## src/design/acb_pkg.sv

```systemverilog
// Shared types, constants and the one-bit state update for the ACORN-128 byte decrypt unit.
package acb_pkg;

  // Cipher state and per-beat step count
  localparam int STATE_BITS    = 293;
  localparam int SLICE_BITS    = 64;
  localparam int LAST_BITS     = STATE_BITS - 4 * SLICE_BITS;  // bits in the top slice
  localparam int BITS_PER_ITEM = 8;
  localparam logic [7:0] STEP_MASK = 8'((1 << BITS_PER_ITEM) - 1);

  // Command queue depth
  localparam int QDEPTH = 2;
  localparam int QPTR_W = (QDEPTH > 1) ? $clog2(QDEPTH) : 1;
  localparam int QCNT_W = $clog2(QDEPTH + 1);

  // Function codes
  localparam logic FUNC_DECRYPT = 1'b0;
  localparam logic FUNC_LOAD    = 1'b1;

  // Slice numbers
  localparam logic [2:0] SLICE_0    = 3'd0;
  localparam logic [2:0] SLICE_1    = 3'd1;
  localparam logic [2:0] SLICE_2    = 3'd2;
  localparam logic [2:0] SLICE_3    = 3'd3;
  localparam logic [2:0] SLICE_LAST = 3'd4;

  typedef logic [STATE_BITS-1:0] state_t;

  // Classified command passed from front to back
  typedef struct packed {
    logic                  load;     // slice load, else decrypt
    logic                  load_en;  // slice number in range
    logic [2:0]            slice;
    logic [SLICE_BITS-1:0] word;     // already masked for the top slice
    logic [7:0]            cbyte;
    logic [7:0]            abyte;
    logic [7:0]            bbyte;
  } cmd_t;

  typedef struct packed {
    state_t s;
    logic   ks;
    logic   p;
  } step_t;

  function automatic logic maj3(logic x, logic y, logic z);
    return (x & y) ^ (x & z) ^ (y & z);
  endfunction

  function automatic logic ch3(logic x, logic y, logic z);
    return (x & y) ^ (~x & z);
  endfunction

  // One decrypt update: linear taps, keystream, feedback, shift
  function automatic step_t acb_step(state_t s_in, logic c, logic a, logic b);
    state_t t;
    step_t  r;
    logic   ks;
    logic   fb;
    logic   p;
    t = s_in;
    t[289] = s_in[289] ^ s_in[235] ^ s_in[230];
    t[230] = s_in[230] ^ s_in[196] ^ s_in[193];
    t[193] = s_in[193] ^ s_in[160] ^ s_in[154];
    t[154] = s_in[154] ^ s_in[111] ^ s_in[107];
    t[107] = s_in[107] ^ s_in[66]  ^ s_in[61];
    t[61]  = s_in[61]  ^ s_in[23]  ^ s_in[0];
    ks = t[12] ^ t[154] ^ maj3(t[235], t[61], t[193]) ^ ch3(t[230], t[111], t[66]);
    fb = t[0] ^ ~t[107] ^ maj3(t[244], t[23], t[160]) ^ (a & t[196]) ^ (b & ks);
    p  = ks ^ c;
    r.s  = {fb ^ p, t[STATE_BITS-1:1]};
    r.ks = ks;
    r.p  = p;
    return r;
  endfunction

endpackage

```

## src/design/acorn128_byte_decrypt_unit.sv

```systemverilog
// Top level of the ACORN-128 byte decrypt unit: front end, command queue, cipher back end.
//
//   channel | direction | handshake            | payload
//   in_     | input     | in_valid / in_ready   | func, load_index, load_word, cipher/ca/cb bytes
//   out_    | output    | out_valid / out_ready | plain_byte, keystream_byte
//
// One beat per cycle sustained while out_ready stays high; each input beat passes through a queue
// entry, then the back end's eight unrolled bit updates into the result register.
// The queue holds two commands and the result register one; with the result register
// full and out_ready low, input takes at most two more beats before in_ready drops.
// Reset clears the 293-bit state to zero and empties the queue and result register.
// A load beat returns a zero result; slice numbers above four leave the state untouched.
module acorn128_byte_decrypt_unit (
  input  logic        clk,
  input  logic        rst_n,
  input  logic        in_valid,
  output logic        in_ready,
  input  logic        in_func,
  input  logic [2:0]  in_load_index,
  input  logic [63:0] in_load_word,
  input  logic [7:0]  in_cipher_byte,
  input  logic [7:0]  in_ca_byte,
  input  logic [7:0]  in_cb_byte,
  output logic        out_valid,
  input  logic        out_ready,
  output logic [7:0]  out_plain_byte,
  output logic [7:0]  out_keystream_byte
);
  import acb_pkg::*;

  logic push_valid, push_ready;
  logic pop_valid, pop_ready;
  cmd_t push_cmd, pop_cmd;

  // Classify incoming beats
  acb_front u_front (
    .in_valid       (in_valid),
    .in_ready       (in_ready),
    .in_func        (in_func),
    .in_load_index  (in_load_index),
    .in_load_word   (in_load_word),
    .in_cipher_byte (in_cipher_byte),
    .in_ca_byte     (in_ca_byte),
    .in_cb_byte     (in_cb_byte),
    .push_valid     (push_valid),
    .push_ready     (push_ready),
    .push_cmd       (push_cmd)
  );

  // Decouple front and back
  acb_queue u_queue (
    .clk        (clk),
    .rst_n      (rst_n),
    .push_valid (push_valid),
    .push_ready (push_ready),
    .push_cmd   (push_cmd),
    .pop_valid  (pop_valid),
    .pop_ready  (pop_ready),
    .pop_cmd    (pop_cmd)
  );

  // Cipher state and result register
  acb_back u_back (
    .clk                (clk),
    .rst_n              (rst_n),
    .pop_valid          (pop_valid),
    .pop_ready          (pop_ready),
    .pop_cmd            (pop_cmd),
    .out_valid          (out_valid),
    .out_ready          (out_ready),
    .out_plain_byte     (out_plain_byte),
    .out_keystream_byte (out_keystream_byte)
  );

endmodule

```

## src/design/acb_front.sv

```systemverilog
// Front end: takes input beats and classifies them into queue commands.
module acb_front (
  input  logic              in_valid,
  output logic              in_ready,
  input  logic              in_func,
  input  logic [2:0]        in_load_index,
  input  logic [63:0]       in_load_word,
  input  logic [7:0]        in_cipher_byte,
  input  logic [7:0]        in_ca_byte,
  input  logic [7:0]        in_cb_byte,
  output logic              push_valid,
  input  logic              push_ready,
  output acb_pkg::cmd_t     push_cmd
);
  import acb_pkg::*;

  // Handshake passes straight to the queue
  assign push_valid = in_valid;
  assign in_ready   = push_ready;

  // Decode function, range-check slice, mask unused bits
  always_comb begin
    push_cmd         = '0;
    push_cmd.load    = (in_func == FUNC_LOAD);
    push_cmd.slice   = in_load_index;
    push_cmd.load_en = (in_func == FUNC_LOAD) && (in_load_index <= SLICE_LAST);
    if (in_load_index == SLICE_LAST) begin
      push_cmd.word = in_load_word & {{(SLICE_BITS-LAST_BITS){1'b0}}, {LAST_BITS{1'b1}}};
    end else begin
      push_cmd.word = in_load_word;
    end
    push_cmd.cbyte = in_cipher_byte & STEP_MASK;
    push_cmd.abyte = in_ca_byte & STEP_MASK;
    push_cmd.bbyte = in_cb_byte & STEP_MASK;
  end

endmodule

```

## src/design/acb_queue.sv

```systemverilog
// Short command queue between the front end and the cipher back end.
module acb_queue (
  input  logic          clk,
  input  logic          rst_n,
  input  logic          push_valid,
  output logic          push_ready,
  input  acb_pkg::cmd_t push_cmd,
  output logic          pop_valid,
  input  logic          pop_ready,
  output acb_pkg::cmd_t pop_cmd
);
  import acb_pkg::*;

  cmd_t              entry_r [QDEPTH];
  logic [QPTR_W-1:0] wr_ptr_r, wr_ptr_nxt;
  logic [QPTR_W-1:0] rd_ptr_r, rd_ptr_nxt;
  logic [QCNT_W-1:0] count_r, count_nxt;
  logic              do_push, do_pop;

  assign push_ready = (count_r != QCNT_W'(QDEPTH));
  assign pop_valid  = (count_r != '0);
  assign pop_cmd    = entry_r[rd_ptr_r];
  assign do_push    = push_valid && push_ready;
  assign do_pop     = pop_valid && pop_ready;

  // Pointer and fill count update
  always_comb begin
    wr_ptr_nxt = wr_ptr_r;
    rd_ptr_nxt = rd_ptr_r;
    count_nxt  = count_r;
    if (do_push) begin
      wr_ptr_nxt = (wr_ptr_r == QPTR_W'(QDEPTH - 1)) ? '0 : wr_ptr_r + 1'b1;
    end
    if (do_pop) begin
      rd_ptr_nxt = (rd_ptr_r == QPTR_W'(QDEPTH - 1)) ? '0 : rd_ptr_r + 1'b1;
    end
    if (do_push && !do_pop) begin
      count_nxt = count_r + 1'b1;
    end else if (do_pop && !do_push) begin
      count_nxt = count_r - 1'b1;
    end
  end

  always_ff @(posedge clk) begin
    if (!rst_n) begin
      wr_ptr_r <= '0;
      rd_ptr_r <= '0;
      count_r  <= '0;
    end else begin
      wr_ptr_r <= wr_ptr_nxt;
      rd_ptr_r <= rd_ptr_nxt;
      count_r  <= count_nxt;
    end
  end

  // Entry storage
  always_ff @(posedge clk) begin
    if (do_push) begin
      entry_r[wr_ptr_r] <= push_cmd;
    end
  end

endmodule

```

## src/design/acb_back.sv

```systemverilog
// Back end: holds the cipher state, runs loads and byte decrypts, drives the result register.
module acb_back (
  input  logic          clk,
  input  logic          rst_n,
  input  logic          pop_valid,
  output logic          pop_ready,
  input  acb_pkg::cmd_t pop_cmd,
  output logic          out_valid,
  input  logic          out_ready,
  output logic [7:0]    out_plain_byte,
  output logic [7:0]    out_keystream_byte
);
  import acb_pkg::*;

  state_t     state_r, state_nxt;
  logic       out_valid_r, out_valid_nxt;
  logic [7:0] plain_r, plain_nxt;
  logic [7:0] ks_r, ks_nxt;
  logic       do_exec;
  step_t      st;

  // Take a command whenever the result register is free or being emptied
  assign pop_ready = !out_valid_r || out_ready;
  assign do_exec   = pop_valid && pop_ready;

  // Execute: slice load or eight unrolled bit updates
  always_comb begin
    state_nxt = state_r;
    plain_nxt = plain_r;
    ks_nxt    = ks_r;
    st        = '0;
    if (do_exec) begin
      plain_nxt = '0;
      ks_nxt    = '0;
      if (pop_cmd.load) begin
        if (pop_cmd.load_en) begin
          case (pop_cmd.slice)
            SLICE_0:    state_nxt[0*SLICE_BITS +: SLICE_BITS] = pop_cmd.word;
            SLICE_1:    state_nxt[1*SLICE_BITS +: SLICE_BITS] = pop_cmd.word;
            SLICE_2:    state_nxt[2*SLICE_BITS +: SLICE_BITS] = pop_cmd.word;
            SLICE_3:    state_nxt[3*SLICE_BITS +: SLICE_BITS] = pop_cmd.word;
            SLICE_LAST: state_nxt[4*SLICE_BITS +: LAST_BITS]  = pop_cmd.word[LAST_BITS-1:0];
            default:    state_nxt = state_r;
          endcase
        end
      end else begin
        for (int i = 0; i < BITS_PER_ITEM; i++) begin
          st = acb_step(state_nxt, pop_cmd.cbyte[i], pop_cmd.abyte[i], pop_cmd.bbyte[i]);
          state_nxt    = st.s;
          plain_nxt[i] = st.p;
          ks_nxt[i]    = st.ks;
        end
      end
    end
  end

  // Result valid flag
  always_comb begin
    out_valid_nxt = out_valid_r;
    if (do_exec) begin
      out_valid_nxt = 1'b1;
    end else if (out_ready) begin
      out_valid_nxt = 1'b0;
    end
  end

  always_ff @(posedge clk) begin
    if (!rst_n) begin
      state_r     <= '0;
      out_valid_r <= 1'b0;
    end else begin
      state_r     <= state_nxt;
      out_valid_r <= out_valid_nxt;
    end
  end

  // Result payload
  always_ff @(posedge clk) begin
    plain_r <= plain_nxt;
    ks_r    <= ks_nxt;
  end

  assign out_valid          = out_valid_r;
  assign out_plain_byte     = plain_r;
  assign out_keystream_byte = ks_r;

endmodule

```

## config.mk

```make
export PLATFORM = sky130hd
export DESIGN_NAME = acorn128_byte_decrypt_unit
export DESIGN_NICKNAME = d
export VERILOG_FILES = /design/src/design/acb_pkg.sv /design/src/design/acorn128_byte_decrypt_unit.sv /design/src/design/acb_front.sv /design/src/design/acb_queue.sv /design/src/design/acb_back.sv
export SDC_FILE = /design/constraint.sdc
export NUM_CORES = 1
export LEC_CHECK = 0
export BUFFER_PORTS_ARGS = -buffer_cell sky130_fd_sc_hd__buf_4
export CORE_MARGIN = 1.5
export CORE_UTILIZATION = 60
export DETAILED_ROUTE_END_ITERATION = 8
export HOLD_SLACK_MARGIN = 0.02
export PLACE_DENSITY_LB_ADDON = 0.3
export SKIP_CTS_REPAIR_TIMING = 1
export SKIP_LAST_GASP = 1
export SLEW_MARGIN = 10
export SYNTH_ARGS = -nofsm -noshare
export SYNTH_HDL_FRONTEND = slang
export SYNTH_HIERARCHICAL = 1
export SYNTH_SLANG_ARGS = --single-unit
```

## constraint.sdc

```tcl
create_clock -name clk -period 7 [get_ports clk]
set_clock_uncertainty 0.2 [all_clocks]
set_input_delay 1.4 -clock clk [delete_from_list [all_inputs] [get_ports clk]]
set_output_delay 1.4 -clock clk [all_outputs]
set_load 0.1 [all_outputs]
```

Yosys cells after proc, flatten, opt, wreduce, memory -nomap -nowiden. Memory sizes are Yosys's and may differ from the RTL's. A register that Yosys moved wholly into a read port is not among the register bits. Cells that the tools add are included.

Register bits: 314. RAM bits: 186. Bits of input ports: 96. Word-level logic and storage cells: 369. Memories: 1.

Memory list: u_queue.entry_r (depth 2, width 93, rd ports 1, clocked after memory_dff 1, write ports 1, RTL line acb_queue.sv:14) `cmd_t entry_r [QDEPTH];`.

Add/subtract/negate cells: 4. Magnitude comparators: 1. Equality and inequality tests: 12. Mux-type cells: 18. Bitwise logic cells: 304. Reduce and logical (&&, ||, !) cells: 18.

Operators with widths (number): two-way mux 293 bit (2); two-way mux 64 bit (5); bitwise XOR 1 bit (208); bitwise AND 1 bit (80); two-way mux 37 bit (1); inverter 1 bit (16); AND reduction 3 bit (5); != test 2 x 1 -> 1 bit (second input constant) (5); two-way mux 1 bit (8); equality test 3 x 2 -> 1 bit (second input constant) (2); equality test 3 bit (second input constant) (2); nonzero test 2 bit (3); logical AND 1 bit (5); two-way mux 2 bit (2); != test 2 bit (second input constant) (2); equality test 3 x 1 -> 1 bit (second input constant) (1); less-or-equal comparator 3 bit (second input constant) (1); logical NOT 1 bit (3); logical NOT 3 bit (1); adder 1 bit (second input constant) (2); adder 2 x 1 -> 2 bit (second input constant) (1); subtractor 2 x 1 -> 2 bit (second input constant) (1); logical OR 1 bit (1).

Longest topological paths before layout.
Depth in word-level cells: 13. Depth in mapped cells: 9. Gate-level depth less buffers: 6.

Hierarchy. Netlist, hierarchy kept.

Modules (own cells, without submodules): acb_back (instances 1, cells each 1599, area an instance 14687.8 um^2, sequential area each 6366.1 um^2); acb_queue (instances 1, cells each 313, area an instance 6971.7 um^2, sequential area each 5685.5 um^2); acb_front (instances 1, cells each 99, area an instance 725.7 um^2, sequential area each 0.0 um^2).

Least setup slack after synthesis. Ideal clock, no wire load.

Path type: input port to flip-flop. Start point: input port in_valid. End point: memory u_queue/entry_r[1][0] (netlist name) (enable). Library setup time: 462 ps. Arrival time: 3701 ps. Data required time: 6338 ps. Setup slack: 2636 ps. Stages on the path: 2. Path buffers: 1. Cells stage by stage: buf_4 -> and3_1.

Cells in the longest elaborated chain, start to end: 3.

Ends and longest elaborated chain: start, declared (RTL line acorn128_byte_decrypt_unit.sv:16) `input logic in_valid,`; logical AND 1 bit (RTL line acb_queue.sv:23) `assign do_push = push_valid && push_ready;`; two-way mux 1 bit (RTL line acb_queue.sv:58) `if (do_push) begin`; two-way mux 1 bit (not written as such) (RTL line acb_queue.sv:59) `entry_r[wr_ptr_r] <= push_cmd;`; end, declared (RTL line acb_queue.sv:14).

Every way passes these cells.

==> impl_metrics.tcl <==
set metrics [dict create \
    run_status "finished clean" \
    max_slew_margin_pct 19.0 \
    r2r_cells 7 \
    cp-start-kind "flip-flop" \
    ant_nets 0 \
    cts_tree "done" \
    period_needed_ns 4.57 \
    switching_share_pct 41.0 \
    fill_cells 2738 \
    power_density_nw_per_um2 546 \
    pwr-share-seq_pct 34.8 \
    required_ns 7.30 \
    drtIter0Drc 1710 \
    leakagePower_nw 8.84 \
    hold_depth 2 \
    use_met1_pct 43.9 \
    tightest_slew_ns 1.21 \
    mostFrequentLayoutCells "nor2_1, dfxtp_1, a211oi_1" \
    areaGrowthSynthToFinish_pct 9.86 \
    syn_nets 2108 \
    hold-worst-slack_ns 0.281 \
    yosys.cell_types.count 43 \
    max-cap-violations 0 \
    hold_class "reg -> reg" \
    arrival_ns 4.87 \
    grtUsageTotal_pct 31.9 \
    place_congestion 0.931 \
    p_comb_share_pct 44.9 \
    firstDrtPassIters 5 \
    busiest_layer "met2" \
    ios 114 \
    p_clk_share_pct 20.3 \
    antenna_found_initial 0 \
    start_util_pct 61.0 \
    rsz0062_at_grt "no" \
    setup_viol 0 \
    syn_area_um2 22400 \
    layout-drive-gt1-share_pct 16.0 \
    cts_sinks 501 \
    critPathCaptureType "flip-flop" \
    vdd_drop_max_mv 0.312 \
    gr-total-overflow 0 \
    met2_usage_pct 48.6 \
    clock_latency_ns 0.60 \
    min_from "u_back/state_r[47]$_SDFFE_PN0P_" \
    dieArea_um2 38500 \
    multi_input_area_um2 9230 \
    ys_seq_area_share_pct 53.8 \
    p_switching_mw 5.50 \
    cts_root_buf "clkbuf_16" \
    portBuffers 113 \
    clk_pin_slew_ns 0.06 \
    instances_no_fill 2488 \
    max_freq_mhz 219 \
    hold_violations 0 \
    fp-row-count 70 \
    setup_tns_ns 0 \
    seqCellArea_um2 12100 \
    dp.cells 2392 \
    final_common_cell "nor2_1" \
    crit_fanout 129 \
    synth_seq_cells 501 \
    drc 0 \
    vias 15441 \
    met3_usage_pct 6.29 \
    clk_path_buf_depth 3 \
    grt_pass1_wl_um 90400 \
    h-tree-depth 2 \
    die_h_um 196 \
    diodes 0 \
    criticalPathCategory "reg -> reg" \
    via_per_inst 6.21 \
    routed_wl_um 61400 \
    first_global_vias 14592 \
    grt_start_max_net_pins 155 \
    die_x_um 196 \
    p_int_mw 7.93 \
    fin_nets 2074 \
    fin_crit_sh_pct 65.3 \
    drv_slew 0 \
    syn-instance-count 2011 \
    syn_area_per_cell_um2 11.1 \
    wl_per_cell_um 24.7 \
    numCtsBuffers 51 \
    yosys_warnings 6 \
    dpl_worst_slack_ns 2.49 \
    dp_hpwl_um 41500 \
    setup_ws_ns 2.43 \
    core_area_um2 36700 \
    post-route-util_pct 67.0 \
]
## registers in the layout, summed over array words and instances, names as in the netlist, named ones only
| name | flops |
|---|---|
| u_queue/entry_r | 186 |
| u_back/out_valid | 1 |
| u_queue/count_r | 2 |
| u_queue/rd_ptr_r | 1 |
| u_back/out_keystream_byte | 8 |
| u_back/state_r | 293 |
| u_queue/wr_ptr_r | 1 |
| u_back/out_plain_byte | 8 |
## power by group through the flow
stage                     Clock (mW)  Combinational (mW)  Sequential (mW)
after floorplan                    0                4.15             4.74
after global routing            2.86                6.42             4.73
after detailed placement           0                5.87             4.70
after CTS                       2.75                5.93             4.64
after global placement             0                5.79             4.66
final                           2.72                6.03             4.67
## layout make-up
| class | instances | share of cell area, % |
|---|---|---|
| multi-input combinational | 1283 | 37.5 |
| timing repair buffer | 128 | 4.01 |
| clock buffer | 71 | 5.99 |
| inverter | 12 | 0.224 |
| clock inverter | 25 | 0.834 |
| tap | 468 | 2.38 |
| sequential | 501 | 49.0 |
## final timing paths
| kind | end | slack (ns) |
|---|---|---|
| max | u_back/state_r[19]$_SDFFE_PN0P_ | 2.43 |
| min | u_back/state_r[39]$_SDFFE_PN0P_ | 0.28 |
| max reg2reg | u_back/state_r[19]$_SDFFE_PN0P_ | 2.43 |
| min reg2reg | u_back/state_r[39]$_SDFFE_PN0P_ | 0.28 |
## layer usage
layer	share of wire, %	wire, µm
met1	42	25500
met4	4.9	2980
met3	9.0	5530
met2	45	27300
met5	0	0
## metrics by stage
step / area [µm²] / power (mW)
finish: 24600 / 13.4
global route: 24600 / 14.0
detailed placement: 22900 / 10.6
CTS: 24600 / 13.3
floorplan: 22400 / 8.88
global placement: 22900 / 10.5
## cell families (layout without fill, tap and decap cells)
logic type      Yosys count  count (layout)  synth area share (%)
xor+xnor                111             111                  7.62
buf+inv                 227             236                  5.27
simple gates            424             424                  8.34
compound gates          551             551                  15.5
flops                   501             501                  53.8
fa+ha+maj                17              17                 0.771
mux                     180             180                  8.61
## critical path, cell delays in order, from the launching register on
cell      delay, ns
dfxtp_4        0.82
mux2_8         0.78
nor2b_1        0.31
nand3b_1       0.45
a21oi_4        0.97
buf_4          0.59
nor2_1         0.08
a211oi_1       0.24
## synthesized netlist by cell type
cell type / number / area (µm²)
ha_1: 1 / 12.5
nand3b_1: 3 / 22.5
buf_1: 10 / 37.5
clkinv_1: 1 / 3.75
maj3_1: 16 / 160
xor2_1: 13 / 114
o21ai_1: 1 / 5.00
buf_4: 68 / 510
clkbuf_1: 125 / 469
xnor2_1: 45 / 394
buf_6: 9 / 101
or3_1: 10 / 62.6
a21boi_0: 1 / 7.51
nand2_1: 25 / 93.8
nor2b_1: 28 / 175
mux2i_1: 79 / 791
inv_1: 11 / 41.3
edfxtp_1: 202 / 6070
nor3b_4: 1 / 18.8
a311oi_1: 10 / 87.6
a21bo_2: 1 / 10.0
nand2b_1: 1 / 6.26
o21ai_0: 54 / 270
xnor2_2: 1 / 16.3
and2_1: 51 / 319
nand2b_4: 1 / 13.8
or3b_2: 1 / 8.76
o211a_1: 5 / 50.1
and2b_1: 1 / 7.51
xnor3_1: 49 / 1100
a211oi_1: 226 / 1700
nor2_1: 300 / 1130
mux2_2: 101 / 1140
a21oi_1: 226 / 1130
or2_2: 1 / 6.26
o211ai_1: 5 / 37.5
a32o_1: 8 / 80.1
dfxtp_1: 299 / 5990
a21boi_1: 1 / 7.51
buf_2: 3 / 15.0
and3_1: 1 / 6.26
xnor3_4: 3 / 78.8
o21a_1: 13 / 97.6
Note: power is estimated with default switching activity, not from simulation.
